[src/rtl/core/asm_pkg.sv]
// ----------------------------------------------------------------------------
// asm_pkg: shared types and constants of the approximate substring matcher
// Holds field widths, register indexes and the request and wave structures
// that travel between the cells, the result stage and the top level.
// ----------------------------------------------------------------------------
package asm_pkg;

  // Pattern storage is fixed at two 64-bit words.
  localparam int PATTERN_BYTES       = 16;
  localparam int MAX_PATTERN_DEFAULT = 16;

  // Distances never exceed the number of pattern rows, so five bits suffice.
  localparam int DIST_W      = 5;
  localparam int BYTE_W      = 8;
  localparam int CFG_DATA_W  = 64;
  localparam int CFG_INDEX_W = 2;

  // Configuration register indexes.
  localparam logic [CFG_INDEX_W-1:0] REG_PATTERN_FIRST_EIGHT = 2'd0;
  localparam logic [CFG_INDEX_W-1:0] REG_PATTERN_LAST_EIGHT  = 2'd1;
  localparam logic [CFG_INDEX_W-1:0] REG_PATTERN_LENGTH      = 2'd2;
  localparam logic [CFG_INDEX_W-1:0] REG_MAX_DISTANCE        = 2'd3;

  // Input request: one text byte.
  typedef struct packed {
    logic [BYTE_W-1:0] text_byte;
    logic              end_of_text;
  } text_req_t;

  // Output request: one result per text byte.
  typedef struct packed {
    logic [DIST_W-1:0] end_distance;
    logic              match_here;
    logic              found;
    logic              last_result;
  } match_rsp_t;

  // Data handed from one cell to the next along the row.
  typedef struct packed {
    logic              valid;
    logic [BYTE_W-1:0] text_byte;
    logic              end_of_text;
    logic [DIST_W-1:0] new_dist;  // this byte's value of the row above
    logic [DIST_W-1:0] old_dist;  // previous byte's value of the row above
    logic [DIST_W-1:0] sel_dist;  // value of the row picked by pattern_length
  } asm_wave_t;

endpackage

[src/rtl/core/asm_stream_if.sv]
// ----------------------------------------------------------------------------
// asm_stream_if: valid/ready channel
// Carries one request of type payload_t from a source to a sink.
// ----------------------------------------------------------------------------
interface asm_stream_if #(
  parameter type payload_t = logic
) ();
  logic     valid;
  logic     ready;
  payload_t payload;

  modport source (output valid, output payload, input ready);
  modport sink   (input valid, input payload, output ready);
endinterface

[src/rtl/core/approximate_substring_match_top.sv]
// ----------------------------------------------------------------------------
// approximate_substring_match_top: streaming approximate substring matcher
// Reports per text byte the least unit-cost edit distance between the pattern
// and any substring ending at that byte, with match and sticky found flags.
//
//   channel  dir  payload                                        handshake
//   text     in   text_byte, end_of_text                         valid/ready
//   result   out  end_distance, match_here, found, last_result   valid/ready
//   cfg      in   cfg_index, cfg_data                            cfg_write_enable
//
// One byte enters per cycle while the result sink keeps up; a byte's result is
// registered in each of the ROWS cells and then in the output stage, ROWS being the
// number of cells (the smaller of MAX_PATTERN and 16), one pattern row per cell.
// Synchronous reset clears the row to distance i in row i and drops all
// results in flight. A stalled result holds the whole row of cells still.
// ----------------------------------------------------------------------------
module approximate_substring_match_top #(
  parameter int MAX_PATTERN = asm_pkg::MAX_PATTERN_DEFAULT
) (
  input  logic                            clk,
  input  logic                            rst,
  input  logic                            cfg_write_enable,
  input  logic [asm_pkg::CFG_INDEX_W-1:0] cfg_index,
  input  logic [asm_pkg::CFG_DATA_W-1:0]  cfg_data,
  asm_stream_if.sink                      text,
  asm_stream_if.source                    result
);
  import asm_pkg::*;

  localparam int ROWS = (MAX_PATTERN < PATTERN_BYTES) ? MAX_PATTERN : PATTERN_BYTES;

  logic [CFG_DATA_W-1:0]        pattern_first_eight;
  logic [CFG_DATA_W-1:0]        pattern_last_eight;
  logic [DIST_W-1:0]            pattern_length;
  logic [DIST_W-1:0]            max_distance;
  logic [2*CFG_DATA_W-1:0]      pattern_bytes;
  logic [DIST_W-1:0]            pattern_len;
  logic                         advance;
  text_req_t                    req;
  asm_wave_t                    wave [ROWS+1];

  // Configuration registers.
  always_ff @(posedge clk) begin
    if (rst) begin
      pattern_first_eight <= '0;
      pattern_last_eight  <= '0;
      pattern_length      <= '0;
      max_distance        <= '0;
    end else if (cfg_write_enable) begin
      case (cfg_index)
        REG_PATTERN_FIRST_EIGHT: pattern_first_eight <= cfg_data;
        REG_PATTERN_LAST_EIGHT:  pattern_last_eight  <= cfg_data;
        REG_PATTERN_LENGTH:      pattern_length      <= cfg_data[DIST_W-1:0];
        REG_MAX_DISTANCE:        max_distance        <= cfg_data[DIST_W-1:0];
        default: begin
        end
      endcase
    end
  end

  assign pattern_bytes = {pattern_last_eight, pattern_first_eight};

  // Lengths beyond the number of cells read the last row.
  assign pattern_len = (pattern_length > DIST_W'(ROWS)) ? DIST_W'(ROWS) : pattern_length;

  // Row zero is pinned at distance 0; an empty pattern selects it.
  assign req                 = text.payload;
  assign text.ready          = advance && !rst;
  assign wave[0].valid       = text.valid && !rst;
  assign wave[0].text_byte   = req.text_byte;
  assign wave[0].end_of_text = req.end_of_text;
  assign wave[0].new_dist    = '0;
  assign wave[0].old_dist    = '0;
  assign wave[0].sel_dist    = '0;

  // Row of cells, one per pattern byte.
  for (genvar r = 1; r <= ROWS; r++) begin : g_cell
    asm_cell #(
      .ROW (r)
    ) u_cell (
      .clk          (clk),
      .rst          (rst),
      .advance      (advance),
      .pattern_byte (pattern_bytes[BYTE_W*(r-1) +: BYTE_W]),
      .pattern_len  (pattern_len),
      .wave_in      (wave[r-1]),
      .wave_out     (wave[r])
    );
  end

  // Output stage with the sticky found flag.
  asm_result u_result (
    .clk          (clk),
    .rst          (rst),
    .max_distance (max_distance),
    .wave_in      (wave[ROWS]),
    .advance      (advance),
    .result       (result)
  );

endmodule

[src/rtl/core/asm_cell.sv]
// ----------------------------------------------------------------------------
// asm_cell: one row of the edit-distance column
// Holds the distance of its pattern row, steps it once per text byte with the
// unit-cost recurrence, and hands the byte and row values to the next cell.
// ----------------------------------------------------------------------------
module asm_cell #(
  parameter int ROW = 1
) (
  input  logic                      clk,
  input  logic                      rst,
  input  logic                      advance,
  input  logic [asm_pkg::BYTE_W-1:0] pattern_byte,
  input  logic [asm_pkg::DIST_W-1:0] pattern_len,
  input  asm_pkg::asm_wave_t        wave_in,
  output asm_pkg::asm_wave_t        wave_out
);
  import asm_pkg::*;

  localparam logic [DIST_W-1:0] ROW_VALUE = DIST_W'(ROW);

  logic [DIST_W-1:0] row_dist;
  logic [DIST_W:0]   cost_sub;
  logic [DIST_W:0]   cost_del;
  logic [DIST_W:0]   cost_ins;
  logic [DIST_W:0]   cost_min;
  logic [DIST_W-1:0] best;

  // Substitution, deletion and insertion costs; the minimum fits in DIST_W.
  always_comb begin
    cost_sub = {1'b0, wave_in.old_dist} +
               ((pattern_byte != wave_in.text_byte) ? (DIST_W+1)'(1) : (DIST_W+1)'(0));
    cost_del = {1'b0, row_dist} + (DIST_W+1)'(1);
    cost_ins = {1'b0, wave_in.new_dist} + (DIST_W+1)'(1);
    cost_min = cost_sub;
    if (cost_del < cost_min) begin
      cost_min = cost_del;
    end
    if (cost_ins < cost_min) begin
      cost_min = cost_ins;
    end
    best = cost_min[DIST_W-1:0];
  end

  // Row state returns to its reset value after the last byte of a text.
  // The byte moves on with this row's new and previous values.
  always_ff @(posedge clk) begin
    if (rst) begin
      row_dist       <= ROW_VALUE;
      wave_out.valid <= 1'b0;
    end else if (advance) begin
      wave_out.valid       <= wave_in.valid;
      wave_out.text_byte   <= wave_in.text_byte;
      wave_out.end_of_text <= wave_in.end_of_text;
      wave_out.new_dist    <= best;
      wave_out.old_dist    <= row_dist;
      wave_out.sel_dist    <= (pattern_len == ROW_VALUE) ? best : wave_in.sel_dist;
      if (wave_in.valid) begin
        row_dist <= wave_in.end_of_text ? ROW_VALUE : best;
      end
    end
  end

endmodule

[src/rtl/core/asm_result.sv]
// ----------------------------------------------------------------------------
// asm_result: output stage of the matcher
// Turns the selected row distance into a result, keeps the sticky found flag
// for the current text and holds the result until the sink takes it.
// ----------------------------------------------------------------------------
module asm_result (
  input  logic                       clk,
  input  logic                       rst,
  input  logic [asm_pkg::DIST_W-1:0] max_distance,
  input  asm_pkg::asm_wave_t         wave_in,
  output logic                       advance,
  asm_stream_if.source               result
);
  import asm_pkg::*;

  logic       out_valid;
  logic       found_flag;
  logic       hit;
  match_rsp_t rsp;

  // The whole row moves whenever the output register is free or being taken.
  assign advance = !out_valid || result.ready;

  assign hit = (wave_in.sel_dist <= max_distance);

  // Control: output valid and the sticky flag, which clears after a text ends.
  always_ff @(posedge clk) begin
    if (rst) begin
      out_valid  <= 1'b0;
      found_flag <= 1'b0;
    end else if (advance) begin
      out_valid <= wave_in.valid;
      if (wave_in.valid) begin
        found_flag <= wave_in.end_of_text ? 1'b0 : (found_flag | hit);
      end
    end
  end

  // Result payload.
  always_ff @(posedge clk) begin
    if (advance && wave_in.valid) begin
      rsp.end_distance <= wave_in.sel_dist;
      rsp.match_here   <= hit;
      rsp.found        <= found_flag | hit;
      rsp.last_result  <= wave_in.end_of_text;
    end
  end

  assign result.valid   = out_valid;
  assign result.payload = rsp;

endmodule

[src/flat_wrapper.sv]
// flat-port wrapper written by rule: the top's interface ports become plain ports
module approximate_substring_match_top_flat import asm_pkg::*;
#(
  parameter int MAX_PATTERN = asm_pkg::MAX_PATTERN_DEFAULT
)
  (clk, rst, cfg_write_enable, cfg_index, cfg_data, text_valid, text_payload, text_ready, result_valid, result_payload, result_ready);
  asm_stream_if text_i ();
  asm_stream_if result_i ();
  input  logic clk;
  input  logic rst;
  input  logic cfg_write_enable;
  input  logic [asm_pkg::CFG_INDEX_W-1:0] cfg_index;
  input  logic [asm_pkg::CFG_DATA_W-1:0] cfg_data;
  input wire logic [$bits(text_i.valid)-1:0] text_valid;
  input wire logic [$bits(text_i.payload)-1:0] text_payload;
  output wire logic [$bits(text_i.ready)-1:0] text_ready;
  output wire logic [$bits(result_i.valid)-1:0] result_valid;
  output wire logic [$bits(result_i.payload)-1:0] result_payload;
  input wire logic [$bits(result_i.ready)-1:0] result_ready;
  assign text_i.valid = text_valid;
  assign text_i.payload = text_payload;
  assign text_ready = text_i.ready;
  assign result_valid = result_i.valid;
  assign result_payload = result_i.payload;
  assign result_i.ready = result_ready;
  approximate_substring_match_top #(.MAX_PATTERN(MAX_PATTERN)) u_core (.clk(clk), .rst(rst), .cfg_write_enable(cfg_write_enable), .cfg_index(cfg_index), .cfg_data(cfg_data), .text(text_i), .result(result_i));
endmodule
[config.mk]
export PLATFORM = sky130hd
export DESIGN_NAME = approximate_substring_match_top_flat
export DESIGN_NICKNAME = d
export VERILOG_FILES = /design/src/rtl/core/asm_pkg.sv /design/src/rtl/core/asm_stream_if.sv /design/src/rtl/core/approximate_substring_match_top.sv /design/src/rtl/core/asm_cell.sv /design/src/rtl/core/asm_result.sv /design/src/flat_wrapper.sv
export SDC_FILE = /design/constraint.sdc
export NUM_CORES = 1
export LEC_CHECK = 0
export CORE_MARGIN = 2
export CORE_UTILIZATION = 41
export CTS_CLUSTER_DIAMETER = 100
export DETAILED_ROUTE_END_ITERATION = 7
export DONT_BUFFER_PORTS = 1
export GPL_ROUTABILITY_DRIVEN = 0
export PLACE_DENSITY = 0.54
export SYNTH_ARGS = -nofsm -noshare
export SYNTH_HDL_FRONTEND = slang
export SYNTH_HIERARCHICAL = 1
export SYNTH_SLANG_ARGS = --single-unit
export TNS_END_PERCENT = 10
[constraint.sdc]
create_clock -name clk -period 16.4 [get_ports clk]
set_input_delay 2.46 -clock clk [delete_from_list [all_inputs] [get_ports clk]]
set_output_delay 2.46 -clock clk [all_outputs]
set_load 0.02 [all_outputs]
==> summary.txt, run 1 <==
Crit Path Class - input pin to output pin
DR vias - 672
Setup Fix Bufs, Post-CTS - 0
Switching part of the total - 0.190
WP depth - 2
Met3 Wirelength - 107 µm
GRT Util Overall - 0.107
Crit-path max cell delay - 0.42 ns
Post-Place Cells - 137
Ports - 75
Max Root-Sink Buffers - 2
Non-Filler Instances - 145
Final min period - 5.70 ns
Maxcap violations - 0
Worst-Skew Late Latency - 0.32 ns
Syn Area/Cell - 11.8 µm²
Metal2 WL - 614 µm
N_diodes - 0
Num CTS Buffers - 5
CTS root buf - clkbuf_4
Final hold violation count - 0
Grt ovf - 0
Core Box Area - 0.00298 mm²
CP Cell Sequence - nand2b_4 -> nor2b_1
Die Span Y - 59.1 µm
Number of buffers inserted by hold repair at cts - 0
Startpoint types - input pin
Row Count - 20
Static Leak - 0.000433 µW
Largest net degree at the start of global routing - 52
Syn Std Cell Area - 0.00125 mm²
Die ar. - 0.00350 mm²
Max transition margin - 0.732
Comb power frac - 0.014
Critical Path Sink Type - output pin
Crit share post-route - 0.348
Worst-Margin Slew - 0.401 ns
Area growth from synthesis to layout - 7.43%
RSZ-0062 raised after global routing - false
Antenna Nets Post-Route - 0
Met1 wire length - 778 µm
Fmax - 175 MHz
CTS Sinks - 34
Worst path required time - 13.94 ns
Setup_tns - 0 ns
Vias in the first global route - 600
Cts repair resizes - 0
WP buf/inv - 0
Clock power frac - 0.329
Clock skew - 0.00654 ns
DR vias/cell - 4.63
CTS tree - yes
Initial antenna violation count - 0
Worst min path class - register to register
Utilization after layout - 0.450
Wire length per cell - 10.6 µm
Sequential group share of total power - 0.658
Status - completed
Synth warnings - 6
Nets - 183
Worst Reg-to-Reg Cells - 2
Setup-failing EPs final - 0
Die Width - 59.1 µm
Final WL - 1540 µm
Hold depth - 0
Final Power - 141 µW
Top Layer Used - met4
Data arrival, critical path - 3.24 ns
Max VDD drop - 0.0000380 V
Starting Density - 0.418
Htree depth - 2
Router iterations before antenna repair - 4
Hpwl dp - 868 µm
Cell family with most CP delay - simple AND/OR/NAND/NOR gates
Net Switching - 26.8 µW
Syn_nets - 178
Drt initial violations - 13
Int Pwr - 114 µW
Worst-path clk slew - 0.10 ns
PortBufs - 0
Cell Pwr Density - 105 mW/mm²
Slew Viols, Final - 0
Crit Path Max Fanout - 51
Post-Syn Instances - 106
DR DRC count - 0
First-pass GRT wire length - 2540 µm
Slowest CP cell - nor2b_1
Share of cells above drive strength 1 - 0.0804
[metal layers]
metal,vias up,track usage
met5,-,0
met4,0,0.0682
met3,5,0.0742
met2,14,0.143
met1,293,0.122
li1,360,-
[worst paths after layout]
path	startpoint	endpoint	slack (ns)
max	result_ready	text_ready	10.70
max reg2reg	u_core/u_result/result.valid$_SDFFE_PP0P_	u_core/u_result/result.payload$_DFFE_PP_	15.14
min reg2reg	u_core/g_cell[2].u_cell/wave_out[15]$_DFFE_PP_	u_core/g_cell[3].u_cell/wave_out[15]$_DFFE_PP_	0.43
min	u_core/g_cell[2].u_cell/wave_out[15]$_DFFE_PP_	u_core/g_cell[3].u_cell/wave_out[15]$_DFFE_PP_	0.43
[power groups by stage]
| stage | Combinational (µW) | Clock [µW] | Sequential, µW |
|---|---|---|---|
| 2_1_floorplan | 1.95 | 0 | 94.2 |
| 3_3_place_gp | 1.85 | 0 | 94.4 |
| 3_5_place_dp | 1.98 | 0 | 94.5 |
| 4_1_cts | 1.95 | 49.1 | 92.6 |
| 5_1_grt | 2.23 | 52.7 | 92.8 |
| 6_report | 1.92 | 46.2 | 92.5 |
[cells in the final DEF, fill, tap and decap left out, drive strengths merged]
master and n:
nand2b 17, nand2 16, a21oi 17, edfxtp 17, nor2b 18, and2 1
inv 1, dfxtp 17, clkbuf 8
[state kept, by name (all words and copies together), names as in the netlist]
register / cells
u_core/u_result/result.valid: 1
u_core/g_cell.u_cell/wave_out: 32
u_core/u_result/result.payload: 1
[final cells by class]
type | instances | area [µm²]
flip-flops and latches | 34 | 851
fillers | 290 | 1640
inverters | 1 | 3.75
well taps | 33 | 41.3
multi-input cells | 69 | 384
clock buffers | 8 | 58.8
[metrics by stage]
stage	setup slack, ns	hold WS [ns]	cell area (µm²)
2_1_floorplan	10.81	0.400	1250
3_3_place_gp	10.70	0.405	1280
3_5_place_dp	10.70	0.406	1280
4_1_cts	10.70	0.428	1340
5_1_grt	10.64	0.436	1340
6_report	10.70	0.428	1340
Note: power is estimated with default switching activity, not from simulation.
==> inputs of run 2 (changes only) <==
--- a/config.mk
+++ b/config.mk
@@ -11,7 +11,7 @@
 export DETAILED_ROUTE_END_ITERATION = 7
 export DONT_BUFFER_PORTS = 1
 export GPL_ROUTABILITY_DRIVEN = 0
-export PLACE_DENSITY = 0.54
+export PLACE_DENSITY = 0.56
 export SYNTH_ARGS = -nofsm -noshare
 export SYNTH_HDL_FRONTEND = slang
 export SYNTH_HIERARCHICAL = 1
==> constraint.sdc (replaced) <==
create_clock -name clk -period 4.9 [get_ports clk]
set_input_delay 0.735 -clock clk [delete_from_list [all_inputs] [get_ports clk]]
set_output_delay 0.735 -clock clk [all_outputs]
set_load 0.02 [all_outputs]
==> summary.txt, run 2 (synthesized netlist as in run 1, its figures left out) <==
Data arrival, critical path - 1.52 ns
Die ar. - 0.00350 mm²
RSZ-0062 raised after global routing - false
Crit Path Max Fanout - 51
Startpoint types - register
Die Span Y - 59.1 µm
Initial antenna violation count - 0
Cell Pwr Density - 343 mW/mm²
Num CTS Buffers - 5
DR vias - 663
First-pass GRT wire length - 2440 µm
Share of cells above drive strength 1 - 0.0804
Worst path required time - 4.16 ns
Router iterations before antenna repair - 4
Most frequent cells in the layout - nor2b_1 (18), edfxtp_1 (17), dfxtp_1 (17)
Cts repair resizes - 0
DR DRC count - 0
Drt initial violations - 15
Final min period - 2.25 ns
Ports - 75
Fmax - 444 MHz
Grt ovf - 0
N_diodes - 0
Antenna Nets Post-Route - 0
Largest register FFs - 32
Hpwl dp - 827 µm
CTS tree - yes
CTS root buf - clkbuf_4
PortBufs - 0
Setup_tns - 0 ns
Die Width - 59.1 µm
Non-Filler Instances - 145
Crit share post-route - 0.460
Row Count - 20
Setup Fix Bufs, Post-CTS - 0
Wire length per cell - 10.5 µm
Max Root-Sink Buffers - 2
Area growth from synthesis to layout - 6.73%
Register bank with the most flops - u_core/g_cell.u_cell/wave_out
Clock skew - 0.00628 ns
Max VDD drop - 0.000172 V
CTS Sinks - 34
Status - completed
Htree depth - 2
Worst min path class - register to register
Core Box Area - 0.00298 mm²
DR vias/cell - 4.57
Final WL - 1530 µm
Setup-failing EPs final - 0
Starting Density - 0.418
Nets - 183
Static Leak - 0.000430 µW
Maxcap violations - 0
Hold WS - 0.431 ns
Worst-Skew Late Latency - 0.33 ns
Crit Path Class - register to output pin
Most common cell after layout, fill and taps aside - nor2b_1
Number of buffers inserted by hold repair at cts - 0
Max transition margin - 0.729
Final hold violation count - 0
Vias in the first global route - 550
Worst-path clk slew - 0.10 ns
Worst-Margin Slew - 0.407 ns
GRT Util Overall - 0.104
Slew Viols, Final - 0
Critical Path Sink Type - output pin
Post-Place Cells - 137
Largest net degree at the start of global routing - 52
==> run 2: critical path: stages (launching register included) <==
cell,delay (ns)
dfxtp_1,0.41
nand2b_4,0.36
nor2b_1,0.41
==> run 2: final timing paths <==
path,startpoint,endpoint,slack [ns],cells past startpoint
max,u_core/u_result/result.valid$_SDFFE_PP0P_,text_ready,2.65,2
min,u_core/g_cell[16].u_cell/wave_out[15]$_DFFE_PP_,u_core/u_result/result.payload$_DFFE_PP_,0.43,0
max reg2reg,u_core/u_result/result.valid$_SDFFE_PP0P_,u_core/g_cell[8].u_cell/wave_out[15]$_DFFE_PP_,3.63,2
min reg2reg,u_core/g_cell[16].u_cell/wave_out[15]$_DFFE_PP_,u_core/u_result/result.payload$_DFFE_PP_,0.43,0
==> run 2: report_power, final <==
part	switching, µW	total [µW]	internal [µW]
logic	3.31	6.35	3.04
clock network	86.9	141	53.8
registers	2.21	310	307
total	92.4	457	364
==> run 2: cell type report <==
type | instances | area, µm²
Tap cell | 33 | 41.3
Sequential cell | 34 | 851
Multi-Input combinational cell | 69 | 384
Fill cell | 294 | 1650
Clock inverter | 2 | 8.76
Clock buffer | 6 | 41.3
Inverter | 1 | 3.75
==> run 2: through the flow <==
stage	util	setup slack (ns)	power, µW	area [µm²]
final	0.447	2.65	457	1330
after global routing	0.447	2.56	481	1330
after CTS	0.447	2.61	467	1330
after detailed placement	0.430	2.65	323	1280
after global placement	0.430	2.65	322	1280
after floorplan	-	2.76	322	1250
==> run 2: metal layers <==
| layer | vias up | wire (µm) | GRT usage |
|---|---|---|---|
| met2 | 14 | 587 | 0.130 |
| met1 | 285 | 789 | 0.120 |
| met4 | 0 | 40 | 0.0682 |
| met5 | - | 0 | 0 |
| li1 | 360 | - | - |
| met3 | 4 | 108 | 0.0808 |
==> inputs of run 3 (changes only) <==
==> constraint.sdc (replaced) <==
create_clock -name clk -period 2 [get_ports clk]
set_input_delay 0.3 -clock clk [delete_from_list [all_inputs] [get_ports clk]]
set_output_delay 0.3 -clock clk [all_outputs]
set_load 0.02 [all_outputs]
==> summary.txt, run 3 (synthesized netlist as in run 1, its figures left out) <==
Fmax - 600 MHz
Starting Density - 0.418
Startpoint types - register
CTS root buf - clkbuf_4
FILL cells - 265
CP Cell Sequence - nand2b_4 -> nor2b_1
PortBufs - 0
Num CTS Buffers - 5
Largest register FFs - 32
Max Root-Sink Buffers - 2
Area growth from synthesis to layout - 10.0%
Cell family with most CP delay - simple AND/OR/NAND/NOR gates
Slowest CP cell - dfxtp_1
Row Count - 20
Worst min path class - input pin to register
Worst path required time - 1.70 ns
Clock power frac - 0.316
Die ar. - 0.00350 mm²
Final min period - 1.67 ns
Wire length per cell - 12.0 µm
Comb power frac - 0.022
RSZ-0062 raised after global routing - false
Max transition margin - 0.690
First-pass GRT wire length - 2780 µm
Data arrival, critical path - 1.37 ns
Vias in the first global route - 598
Core Box Area - 0.00298 mm²
Setup_tns - 0 ns
Final Power - 1150 µW
Switching part of the total - 0.219
Number of buffers inserted by hold repair at cts - 2
Hpwl dp - 932 µm
Worst slack, placed - 0.685 ns
Crit share post-route - 0.833
Worst-path clk slew - 0.10 ns
N_diodes - 0
Net Switching - 251 µW
Largest net degree at the start of global routing - 32
DR DRC count - 0
Cts repair resizes - 0
DR vias - 708
Share of cells above drive strength 1 - 0.0948
Critical Path Sink Type - output pin
Ports - 75
Setup-failing EPs final - 0
Worst-Skew Late Latency - 0.34 ns
Max VDD drop - 0.000414 V
Most frequent cells in the layout - nor2b_1 (18), edfxtp_1 (17), dfxtp_1 (17)
Crit-path max cell delay - 0.41 ns
Sequential group share of total power - 0.662
Htree depth - 2
Clock skew - 0.00685 ns
Setup slack after layout - 0.333 ns
Slew Viols, Final - 0
Initial antenna violation count - 0
Final hold violation count - 0
WP buf/inv - 0
Die Width - 59.1 µm
GRT Util Overall - 0.117
Cell Pwr Density - 836 mW/mm²
Setup Fix Bufs, Post-CTS - 0
Status - completed
Int Pwr - 895 µW
Router iterations before antenna repair - 4
DR vias/cell - 4.75
Crit Path Class - register to output pin
CTS tree - yes
Worst-Margin Slew - 0.463 ns
Most common cell after layout, fill and taps aside - nor2b_1
Drt initial violations - 33
Antenna Nets Post-Route - 0
Die Span Y - 59.1 µm
Maxcap violations - 0
Nets - 187
Grt ovf - 0
Register bank with the most flops - u_core/g_cell.u_cell/wave_out
CTS Sinks - 34
Crit Path Max Fanout - 21
Final WL - 1790 µm
Static Leak - 0.000445 µW
run 3: cell count changes in the layout (fill, tap and decap cells not counted):
cell           before  now
clkbuf_1            1    0
dlygate4sd3_1       0    3
buf_4               0    1
clkinvlp_4          0    1
run 3: final timing paths:
path                                                                       from                                                  to  slack (ns)  depth (start not counted)
worst max-delay path                  u_core/u_result/result.valid$_SDFFE_PP0P_                                          text_ready        0.33                          2
worst min-delay path                                                        rst  u_core/g_cell[15].u_cell/wave_out[24]$_SDFFE_PP0P_        0.01                          1
worst max register to register        u_core/u_result/result.valid$_SDFFE_PP0P_   u_core/g_cell[3].u_cell/wave_out[24]$_SDFFE_PP0P_        0.67                          4
worst min register to register  u_core/g_cell[12].u_cell/wave_out[15]$_DFFE_PP_     u_core/g_cell[13].u_cell/wave_out[15]$_DFFE_PP_        0.42                          0
run 3: area by class of cell:
class | instances | area (µm²) | share of cell area
clock buffers | 5 | 37.5 | 0.0274
multi-input cells | 69 | 384 | 0.280
repair buffers | 4 | 37.5 | 0.0274
clock inverters | 3 | 16.3 | 0.0119
flip-flops and latches | 34 | 851 | 0.620
inverters | 1 | 3.75 | 0.00274
well taps | 33 | 41.3 | 0.0301
run 3: worst reg2reg max path: cells and delay by family (launching register included):
family          cells  cell delay [ns]
flops               1             0.50
buf+inv             1             0.26
compound gates      1             0.14
simple gates        2             0.37
run 3: metal layers:
metal	global-route usage	wire [µm]
met5	0	0
met4	0.0974	67
met3	0.0568	90
met2	0.148	672
met1	0.146	960
run 3: power by group through the flow:
| stage | Clock [µW] | Combinational, µW | Sequential [µW] |
|---|---|---|---|
| floorplan | 0 | 16.0 | 772 |
| global placement | 0 | 15.2 | 774 |
| detailed placement | 0 | 16.3 | 775 |
| CTS | 377 | 23.2 | 759 |
| global route | 404 | 28.6 | 762 |
| finish | 362 | 25.4 | 759 |
run 3: through the flow:
stage	cells	hold slack (ns)	util	area, µm²
6_report	149	0.0139	0.461	1370
5_1_grt	149	0.00112	0.461	1370
4_1_cts	148	0.00331	0.457	1360
3_5_place_dp	138	0.370	0.432	1290
3_3_place_gp	138	0.368	0.432	1290
2_1_floorplan	106	0.362	-	1250
